[src/rtl/tama_pkg.sv]
// Shared constants for the three-axis moving-average filter.
// No dependencies; imported by the top level and the port checker.
`timescale 1ns / 1ps
`default_nettype none

package tama_pkg;

   localparam int SAMPLE_W = 16;   // bits per axis sample and per axis mean
   localparam int NUM_AXES = 3;

   typedef logic signed [SAMPLE_W-1:0] sample_type;

endpackage : tama_pkg

`default_nettype wire

[src/rtl/three_axis_moving_average_top.sv]
// Three-axis moving-average filter: sample ring, running sums, bit-serial divider.
// Depends on tama_pkg.
//
//   channel | direction | handshake            | payload
//   req     | in        | req_valid/req_ready  | req_sample_x/y/z (signed 16)
//   rsp     | out       | rsp_valid/rsp_ready  | rsp_mean_x/y/z (signed 16)
//
// One item at a time: after the input transfer it passes through the update,
// setup, divide and done states, and the result is registered on leaving done.
// The restoring divider, one quotient bit per cycle for all three axes at once,
// works over the signed sum width SW = 17 + clog2(WINDOW).
// Reset (synchronous) clears control, sums, fill count and write position; ring
// entries are read as zero until the ring has filled once, so no clearing pass.
// A stalled result sits in the output register; the next item is still taken,
// and it waits before its final cycle until that register is free.
`timescale 1ns / 1ps
`default_nettype none

module three_axis_moving_average_top #(
   parameter int WINDOW = 16
) (
   input  logic                  clock,
   input  logic                  reset,
   input  logic                  req_valid,
   output logic                  req_ready,
   input  tama_pkg::sample_type  req_sample_x,
   input  tama_pkg::sample_type  req_sample_y,
   input  tama_pkg::sample_type  req_sample_z,
   output logic                  rsp_valid,
   input  logic                  rsp_ready,
   output tama_pkg::sample_type  rsp_mean_x,
   output tama_pkg::sample_type  rsp_mean_y,
   output tama_pkg::sample_type  rsp_mean_z
);
   import tama_pkg::*;

   localparam int SW = SAMPLE_W + $clog2(WINDOW) + 1;   // signed sum width
   localparam int CW = $clog2(WINDOW + 1);              // fill count / divisor
   localparam int PW = (WINDOW > 1) ? $clog2(WINDOW) : 1;
   localparam int KW = $clog2(SW + 1);
   localparam int RW = NUM_AXES * SAMPLE_W;

   typedef enum logic [4:0] {
      ST_IDLE   = 5'b00001,
      ST_UPDATE = 5'b00010,
      ST_SETUP  = 5'b00100,
      ST_DIV    = 5'b01000,
      ST_DONE   = 5'b10000
   } state_type;

   state_type             state_ff, state_in;
   logic [PW-1:0]         pos_ff, pos_in;
   logic [CW-1:0]         fill_ff, fill_in;
   logic [KW-1:0]         cnt_ff, cnt_in;
   logic                  rsp_valid_ff, rsp_valid_in;
   sample_type            smp_ff [NUM_AXES];
   logic [RW-1:0]         rd_ff;
   logic signed [SW-1:0]  sum_ff [NUM_AXES];
   logic signed [SW-1:0]  sum_in [NUM_AXES];
   logic                  neg_ff [NUM_AXES];
   logic                  neg_in [NUM_AXES];
   logic [SW-1:0]         quo_ff [NUM_AXES];
   logic [SW-1:0]         quo_in [NUM_AXES];
   logic [CW-1:0]         rem_ff [NUM_AXES];
   logic [CW-1:0]         rem_in [NUM_AXES];
   sample_type            mean_ff [NUM_AXES];
   sample_type            mean_in [NUM_AXES];

   logic [RW-1:0]         ring_mem [WINDOW];

   logic                  in_xfer;
   logic                  ring_full;
   logic                  out_free;
   sample_type            old_smp [NUM_AXES];
   logic [CW:0]           trial [NUM_AXES];
   logic [CW:0]           diff [NUM_AXES];
   logic [SAMPLE_W-1:0]   q16 [NUM_AXES];

   assign req_ready  = (state_ff == ST_IDLE);
   assign in_xfer    = req_valid && req_ready;
   assign ring_full  = (fill_ff == CW'(WINDOW));
   assign out_free   = !rsp_valid_ff || rsp_ready;
   assign rsp_valid  = rsp_valid_ff;
   assign rsp_mean_x = mean_ff[0];
   assign rsp_mean_y = mean_ff[1];
   assign rsp_mean_z = mean_ff[2];

   // ring store: read at transfer, write during the sum update
   always_ff @(posedge clock) begin
      if (in_xfer) begin
         rd_ff <= ring_mem[pos_ff];
      end
      if (state_ff == ST_UPDATE) begin
         ring_mem[pos_ff] <= {smp_ff[2], smp_ff[1], smp_ff[0]};
      end
   end

   always_comb begin
      state_in     = state_ff;
      pos_in       = pos_ff;
      fill_in      = fill_ff;
      cnt_in       = cnt_ff;
      rsp_valid_in = rsp_valid_ff && !rsp_ready;
      for (int a = 0; a < NUM_AXES; a++) begin
         // slot not yet written since reset reads as zero
         old_smp[a] = ring_full ? sample_type'(rd_ff[a*SAMPLE_W +: SAMPLE_W]) : '0;
         trial[a]   = {rem_ff[a], quo_ff[a][SW-1]};
         diff[a]    = trial[a] - {1'b0, fill_ff};
         q16[a]     = quo_ff[a][SAMPLE_W-1:0];
         sum_in[a]  = sum_ff[a];
         neg_in[a]  = neg_ff[a];
         quo_in[a]  = quo_ff[a];
         rem_in[a]  = rem_ff[a];
         mean_in[a] = mean_ff[a];
      end

      unique case (state_ff)
         ST_IDLE: begin
            if (in_xfer) begin
               state_in = ST_UPDATE;
            end
         end
         ST_UPDATE: begin
            for (int a = 0; a < NUM_AXES; a++) begin
               sum_in[a] = sum_ff[a] - SW'(old_smp[a]) + SW'(smp_ff[a]);
            end
            if (!ring_full) begin
               fill_in = fill_ff + 1'b1;
            end
            pos_in   = (pos_ff == PW'(WINDOW - 1)) ? '0 : pos_ff + 1'b1;
            state_in = ST_SETUP;
         end
         ST_SETUP: begin
            for (int a = 0; a < NUM_AXES; a++) begin
               neg_in[a] = sum_ff[a][SW-1];
               quo_in[a] = sum_ff[a][SW-1] ? (~sum_ff[a] + 1'b1) : sum_ff[a];
               rem_in[a] = '0;
            end
            cnt_in   = '0;
            state_in = ST_DIV;
         end
         ST_DIV: begin
            // restoring step: one quotient bit per axis per cycle
            for (int a = 0; a < NUM_AXES; a++) begin
               if (!diff[a][CW]) begin
                  rem_in[a] = diff[a][CW-1:0];
                  quo_in[a] = {quo_ff[a][SW-2:0], 1'b1};
               end else begin
                  rem_in[a] = trial[a][CW-1:0];
                  quo_in[a] = {quo_ff[a][SW-2:0], 1'b0};
               end
            end
            cnt_in = cnt_ff + 1'b1;
            if (cnt_ff == KW'(SW - 1)) begin
               state_in = ST_DONE;
            end
         end
         ST_DONE: begin
            if (out_free) begin
               for (int a = 0; a < NUM_AXES; a++) begin
                  mean_in[a] = neg_ff[a] ? sample_type'(~q16[a] + 1'b1)
                                         : sample_type'(q16[a]);
               end
               rsp_valid_in = 1'b1;
               state_in     = ST_IDLE;
            end
         end
         default: begin
            state_in = ST_IDLE;
         end
      endcase
   end

   always_ff @(posedge clock) begin
      if (reset) begin
         state_ff     <= ST_IDLE;
         pos_ff       <= '0;
         fill_ff      <= '0;
         cnt_ff       <= '0;
         rsp_valid_ff <= 1'b0;
         for (int a = 0; a < NUM_AXES; a++) begin
            sum_ff[a] <= '0;
         end
      end else begin
         state_ff     <= state_in;
         pos_ff       <= pos_in;
         fill_ff      <= fill_in;
         cnt_ff       <= cnt_in;
         rsp_valid_ff <= rsp_valid_in;
         for (int a = 0; a < NUM_AXES; a++) begin
            sum_ff[a] <= sum_in[a];
         end
      end
   end

   // payload registers
   always_ff @(posedge clock) begin
      if (in_xfer) begin
         smp_ff[0] <= req_sample_x;
         smp_ff[1] <= req_sample_y;
         smp_ff[2] <= req_sample_z;
      end
      for (int a = 0; a < NUM_AXES; a++) begin
         neg_ff[a]  <= neg_in[a];
         quo_ff[a]  <= quo_in[a];
         rem_ff[a]  <= rem_in[a];
         mean_ff[a] <= mean_in[a];
      end
   end

endmodule : three_axis_moving_average_top

`default_nettype wire

[config.mk]
export PLATFORM = sky130hd
export DESIGN_NAME = three_axis_moving_average_top
export DESIGN_NICKNAME = d
export VERILOG_FILES = /design/src/rtl/tama_pkg.sv /design/src/rtl/three_axis_moving_average_top.sv
export SDC_FILE = /design/constraint.sdc
export NUM_CORES = 1
export LEC_CHECK = 0
export BUFFER_PORTS_ARGS = -buffer_cell sky130_fd_sc_hd__buf_2
export CORE_UTILIZATION = 50
export CTS_CLUSTER_DIAMETER = 30
export CTS_CLUSTER_SIZE = 40
export DETAILED_ROUTE_END_ITERATION = 8
export HOLD_SLACK_MARGIN = 0.06
export PLACE_DENSITY = 0.7
export SYNTH_ARGS = -nofsm -noshare
export SYNTH_HDL_FRONTEND = slang
export SYNTH_SLANG_ARGS = --single-unit
[constraint.sdc]
create_clock -name clock -period 4.1 [get_ports clock]
set_input_delay 0.82 -clock clock [delete_from_list [all_inputs] [get_ports clock]]
set_output_delay 0.82 -clock clock [all_outputs]
set_load 0.05 [all_outputs]
* Word level (Yosys, flattened, before mapping)
Memory sizes are Yosys's and may differ from the RTL's. A register that Yosys moved wholly into a read port is not among the register bits.
Cells that the tools add are included.
** Storage, ports and cells
- Memories :: 7
- Logic and storage cells :: 98
- RAM bits :: 1008
- ROM bits :: 0
- Input port bits :: 52
- Output and inout bits :: 50
- Latch bits :: 0
- Bits in registers :: 20
** Operators by class
- $add $sub $neg :: 18
- Muxes and demuxes :: 39
- Div/mod/pow operators :: 0
- Order comparisons :: 0
- Bitwise operators :: 10
- Equality and inequality tests :: 11
- Shift-type cells :: 0
- Multipliers :: 0
- Reduce and logical (&&, ||, !) cells :: 8
** Memory list
- ring_mem :: depth 16, bits a word 48, rd ports 1, clocked after Yosys merged registers in 1, wr ports 1, RTL line three_axis_moving_average_top.sv:69 : logic [RW-1:0] ring_mem [WINDOW];
- quo_ff :: depth 3, bits a word 21, rd ports 3, clocked after Yosys merged registers in 0, wr ports 3, RTL line three_axis_moving_average_top.sv:62 : logic [SW-1:0] quo_ff [NUM_AXES];
- sum_ff :: depth 3, bits a word 21, rd ports 3, clocked after Yosys merged registers in 0, wr ports 3, RTL line three_axis_moving_average_top.sv:58 : logic signed [SW-1:0] sum_ff [NUM_AXES];
- mean_ff :: depth 3, bits a word 16, rd ports 3, clocked after Yosys merged registers in 0, wr ports 3, RTL line three_axis_moving_average_top.sv:66 : sample_type mean_ff [NUM_AXES];
- smp_ff :: depth 3, bits a word 16, rd ports 3, clocked after Yosys merged registers in 0, wr ports 3, RTL line three_axis_moving_average_top.sv:56 : sample_type smp_ff [NUM_AXES];
- rem_ff :: depth 3, bits a word 5, rd ports 3, clocked after Yosys merged registers in 0, wr ports 3, RTL line three_axis_moving_average_top.sv:64 : logic [CW-1:0] rem_ff [NUM_AXES];
- +1 memories
** Operators by type and width (number)
- 21-bit two-way mux :: 6
- 63-bit case mux with 2 select lines :: 1
- 16-bit two-way mux :: 6
- 48-bit two-way mux :: 2
- 21-bit by 1-bit adder with 21-bit output (second input constant) :: 3
- 21-bit by 16-bit adder with 21-bit output :: 3
- 63-bit two-way mux :: 1
- 21-bit NOT :: 3
- 21-bit by 16-bit subtractor with 21-bit output :: 3
- 16-bit by 1-bit adder with 16-bit output (second input constant) :: 3
- 16-bit NOT :: 3
- 5-bit two-way mux :: 6
- 15-bit case mux with 2 select lines :: 1
- 5-bit case mux with 5 select lines :: 1
- 6-bit by 5-bit subtractor with 6-bit output :: 3
- 5-bit equality test (second input constant) :: 3
- 1-bit two-way mux :: 12
- 5-bit by 1-bit adder with 5-bit output (second input constant) :: 2
- 5-bit case mux with 2 select lines :: 1
- 5-bit by 1-bit equality test with 1-bit output (second input constant) :: 1
- 5-bit by 2-bit equality test with 1-bit output (second input constant) :: 1
- 5-bit by 3-bit equality test with 1-bit output (second input constant) :: 1
- 5-bit by 4-bit equality test with 1-bit output (second input constant) :: 1
- 4-bit by 1-bit adder with 4-bit output (second input constant) :: 1
- 13 further kinds :: 18

* Depth between registers and ports, before layout
- Depth in word-level cells :: 6
- Mapped depth :: 18
- Gate-level depth less buffers :: 16

* Worst setup path after synthesis
No wires, ideal clock.
- Kind :: reg2reg
- From :: reg fill_ff[1]
- To :: mem sum_ff[0][20] (netlist bit)
- Slack :: -170 ps
- Cell stages (with the launch flop) :: 17
- Clock period less this slack :: 4270 ps
- Data arrival time :: 4136 ps
- Library setup time :: 134 ps
- Required time :: 3966 ps
- Buffers on the path :: 2
- Cells stage by stage :: dfxtp_1 inv_1 ha_1 and4bb_1 clkbuf_1 clkbuf_1 and2_1 fa_1 inv_1 ha_1 nor2b_4 o31a_1 o41a_1 a2111o_1 nand4_2 o21ai_1 or4b_1
** RTL lines
- start, declared :: RTL line three_axis_moving_average_top.sv:53 : logic [CW-1:0] fill_ff, fill_in;
- start signal, assigned :: RTL line three_axis_moving_average_top.sv:187 : fill_ff <= fill_in;
- end, declared :: RTL line three_axis_moving_average_top.sv:58

==> results_tabular.tex <==
\begin{tabular}{lr}
\hline
Metric & Value \\
\hline
\multicolumn{2}{l}{\textbf{Critical path}} \\
\quad WP data arrival & 4570 ps \\
\quad Category of cells accounting for the largest share of critical-path delay & simple AND/OR/NAND/NOR gates \\
\quad Sort of element at the end of the critical path & flip-flop \\
\quad Required time at the worst-slack endpoint & 4730 ps \\
\quad Sequence of cells on the critical path & inv\_1 > ha\_1 > and4bb\_4 > and2\_1 > fa\_1 > inv\_1 > ha\_1 > nor2b\_4 > o31a\_1 > o41a\_1 > a2111o\_1 > nand4\_2 > o21ai\_1 > or4b\_1 \\
\quad Category of the worst setup path launch point & flip-flop \\
\quad Master of the slowest instance on the critical path & sky130\_fd\_sc\_hd\_\_or4b\_1 \\
\quad Critical Path Max Stage Delay & 500 ps \\
\quad CP Buf/Inv Count & 2 \\
\quad Top fanout value on the critical path & 9 \\
\quad Type of the worst setup path & flip-flop to flip-flop \\
\multicolumn{2}{l}{\textbf{Detailed routing}} \\
\quad Number of nets with antenna violations after routing & 0 \\
\quad Detailed-route via count & 26700 \\
\quad Sum of routed wire length over all layers & 111 mm \\
\quad Post-DR vias/cell & 5.77 \\
\quad DRC & 0 \\
\quad Violation count after the first detailed-routing iteration & 2670 \\
\quad Wire length per cell & 24.0 um \\
\quad Number of detailed-routing iterations run before antenna repair & 5 \\
\multicolumn{2}{l}{\textbf{Outcome}} \\
\quad Result of the run & complete, no violations \\
\multicolumn{2}{l}{\textbf{Synthesis}} \\
\quad Synth top cells by count & sky130\_fd\_sc\_hd\_\_edfxtp\_1, sky130\_fd\_sc\_hd\_\_inv\_1, sky130\_fd\_sc\_hd\_\_mux4\_2 \\
\quad Synth Cell Area & 47400 um2 \\
\quad Number of synthesis warnings & 0 \\
\quad Cell type with the largest total area after synthesis & sky130\_fd\_sc\_hd\_\_edfxtp\_1 \\
\quad Synthesis-stage register bit count & 1076 \\
\quad Number of enable flip-flop cells after synthesis & 993 \\
\quad Top post-synthesis cells by area & sky130\_fd\_sc\_hd\_\_edfxtp\_1, sky130\_fd\_sc\_hd\_\_mux4\_2, sky130\_fd\_sc\_hd\_\_dfxtp\_1 \\
\quad Net count of the mapped netlist & 3174 \\
\quad Cell with the most instances after synthesis & sky130\_fd\_sc\_hd\_\_edfxtp\_1 \\
\quad Synth Area in Adders & 5.09\% \\
\quad Synth Area in Compound Gates & 5.66\% \\
\quad Share of the synthesized area in the top cell type & 62.9\% \\
\quad Top\_reg\_cell synth & sky130\_fd\_sc\_hd\_\_edfxtp\_1 \\
\quad Count of distinct cell types in the synthesized netlist & 69 \\
\quad Mean area per synthesized cell & 16.0 um2 \\
\quad Proportion of synthesized area in mux cells & 11.6\% \\
\quad Largest family of logic cells by synthesized area & multiplexers \\
\quad Xor/xnor cell area share of the yosys netlist & 2.81\% \\
\quad Mapped Cells & 2967 \\
\quad Sequential area share after synthesis & 66.4\% \\
\quad Share of synthesized cell area in and, or, nand and nor gates & 5.35\% \\
\quad Fraction of registers with async set or reset after synthesis & 0\% \\
\multicolumn{2}{l}{\textbf{Die}} \\
\quad FP Rows & 112 \\
\quad Area enclosed by the die boundary & 96000 um2 \\
\quad I/O pin total & 102 \\
\quad Initial Utilization & 50.6\% \\
\quad Horizontal extent of the die & 310 um \\
\quad Core Region & 93600 um2 \\
\quad DIE HEIGHT & 310 um \\
\multicolumn{2}{l}{\textbf{Place}} \\
\quad Number of port buffers & 101 \\
\quad Post-detail-place hpwl & 65.2 mm \\
\quad GPL Wtd Cong & 0.851 \\
\multicolumn{2}{l}{\textbf{STA}} \\
\quad Final period utilization & 95.9\% \\
\quad Pin slew with the least headroom to its limit & 1130 ps \\
\quad Number of hold violations in the final report & 0 \\
\quad Post-Route Skew & 36.3 ps \\
\quad Peak clock frequency supported by timing & 0.254 GHz \\
\quad Total negative slack for setup checks & 0 ps \\
\quad Number of setup violations in the final report & 0 \\
\quad Fin. max-slew vios & 0 \\
\quad Final period demand of the worst path & 3930 ps \\
\quad Min Hold Slack & 212 ps \\
\quad RSZ-0062 raised after global routing & false \\
\quad Headroom to the max-slew limit & 24.7\% \\
\multicolumn{2}{l}{\textbf{GRT}} \\
\quad Maximum number of pins on one net before global-route repair & 116 \\
\quad Number of antenna violations at the first check in global routing & 3 \\
\quad First-pass GRT wire length & 167 mm \\
\quad Total congestion overflow & 0 \\
\quad Via count of the first global-routing pass & 27300 \\
\quad All-Layer GR Usage & 23.7\% \\
\multicolumn{2}{l}{\textbf{Worst hold path}} \\
\quad Kind of path behind the tightest hold check & input port to flip-flop \\
\multicolumn{2}{l}{\textbf{Clock tree}} \\
\quad H-tree levels & 4 \\
\quad Clock transition time at the flip-flop clock pins of the worst setup and hold paths & 50 ps \\
\quad Clock latency on the worst-skew pair & 780 ps \\
\quad Sink Count & 1076 \\
\quad Clock tree from TritonCTS & yes \\
\quad Largest buffer count on any clock path & 3 \\
\quad Root cell of the clock tree & sky130\_fd\_sc\_hd\_\_clkbuf\_16 \\
\quad Clock buffers created by TritonCTS & 193 \\
\multicolumn{2}{l}{\textbf{Finish}} \\
\quad Post-synthesis to final-layout area growth & 19.6\% \\
\quad \# fillers & 6801 \\
\quad Share of post-route cells with drive strength above 1 & 22.9\% \\
\quad Net count of the finished layout & 3419 \\
\quad Number of antenna repair diodes & 0 \\
\multicolumn{2}{l}{\textbf{Power and ir drop}} \\
\quad Power per cell area & 660 nW/um2 \\
\quad Worst vdd rail ir drop & 0.000348 V \\
\quad P\_leak & 0.0195 uW \\
\multicolumn{2}{l}{\textbf{Run}} \\
\quad \# Max-Cap Violations & 0 \\
\hline
\end{tabular}
==> flip-flops by register name, summed over array words and instances (netlist names) <==
register and count:
cnt_ff 5, fill_ff 5, mean_ff 48, neg_ff 3
pos_ff 4, quo_ff 63, rd_ff 48, rem_ff 15
ring_mem 768, rsp_valid 1, smp_ff 48, state_ff 5
sum_ff 63
==> final cells by class <==
cell class	count	area [um2]	share of cell area, %
Clock buffer	211	4920	8.68
Clock inverter	154	2000	3.52
Inverter	268	1010	1.77
Multi-Input combinational cell	1508	14500	25.6
Sequential cell	1076	31500	55.6
Tap cell	1254	1570	2.77
Timing Repair Buffer	165	1200	2.11
==> worst paths after layout <==
| path | end | from | slack (ps) | depth (start not counted) |
|---|---|---|---|---|
| setup / recovery | sum_ff[0][20] | fill_ff[1] | 170 | 14 |
| hold / removal | smp_ff[0][38] | req_sample_z[6] | 210 | 1 |
| hold reg to reg | sum_ff[0][19] | sum_ff[0][19] | 450 | 2 |
| setup reg to reg | sum_ff[0][20] | fill_ff[1] | 170 | 14 |
==> timing repair <==
action / in CTS / in global routing
setup buffers: 0 / 0
resized for setup: 0 / 2
hold buffers: 0 / 0
setup endpoints to repair: 0 / 4
==> worst register-to-register path: cells and delay by family (launching register included) <==
family	cells	cell delay, ps
AOI/OAI and AO/OA	4	1180
adders and majority gates	3	970
buffers and inverters	2	90
DFF	1	330
and+or+nand+nor	5	1240
==> routing by layer <==
layer / part of all wire [%] / global-route usage [%] / vias to the layer above
li1: - / - / 11900
met4: 2.3 / 7.72 / 2
met5: 0.012 / 0 / -
met2: 48 / 37.6 / 1195
met3: 8.6 / 5.53 / 190
met1: 41 / 32.4 / 13500
==> power by group <==
group | switching, uW | internal [uW] | total [uW]
Clock | 5820 | 10800 | 16600
Sequential | 839 | 13200 | 14100
Combinational | 3990 | 2750 | 6740
==> placed cells by master (no fill, tap or decap), drive strengths merged, types with 36 or more instances in the layout <==
cell type	count
a21o	36
a21oi	106
and2	65
buf	165
clkbuf	211
clkinv	66
dfxtp	83
edfxtp	993
fa	63
ha	92
inv	296
mux4	240
nand2	179
nor2	97
o21ai	163
xnor2	133
==> kinds of logic after synthesis <==
| family | after synthesis |
|---|---|
| DFF | 1076 |
| and+or+nand+nor | 514 |
| xor gates and xnor gates | 152 |
| muxes | 248 |
| buffers and inverters | 383 |
| adders and majority gates | 155 |
| AOI/OAI and AO/OA | 439 |
==> metrics by stage <==
stage	utilization (%)	instances	area (um2)	total power, uW	setup WS [ps]
5_1_grt	60.5	4636	56700	38900	13.3
3_3_place_gp	53.2	4271	49800	20700	132
4_1_cts	60.5	4636	56700	37600	89.3
2_1_floorplan	-	2967	47400	18900	4.63
6_report	60.5	4636	56700	37400	166
3_5_place_dp	53.2	4271	49800	20900	118
(Power assumes the default switching activity.)
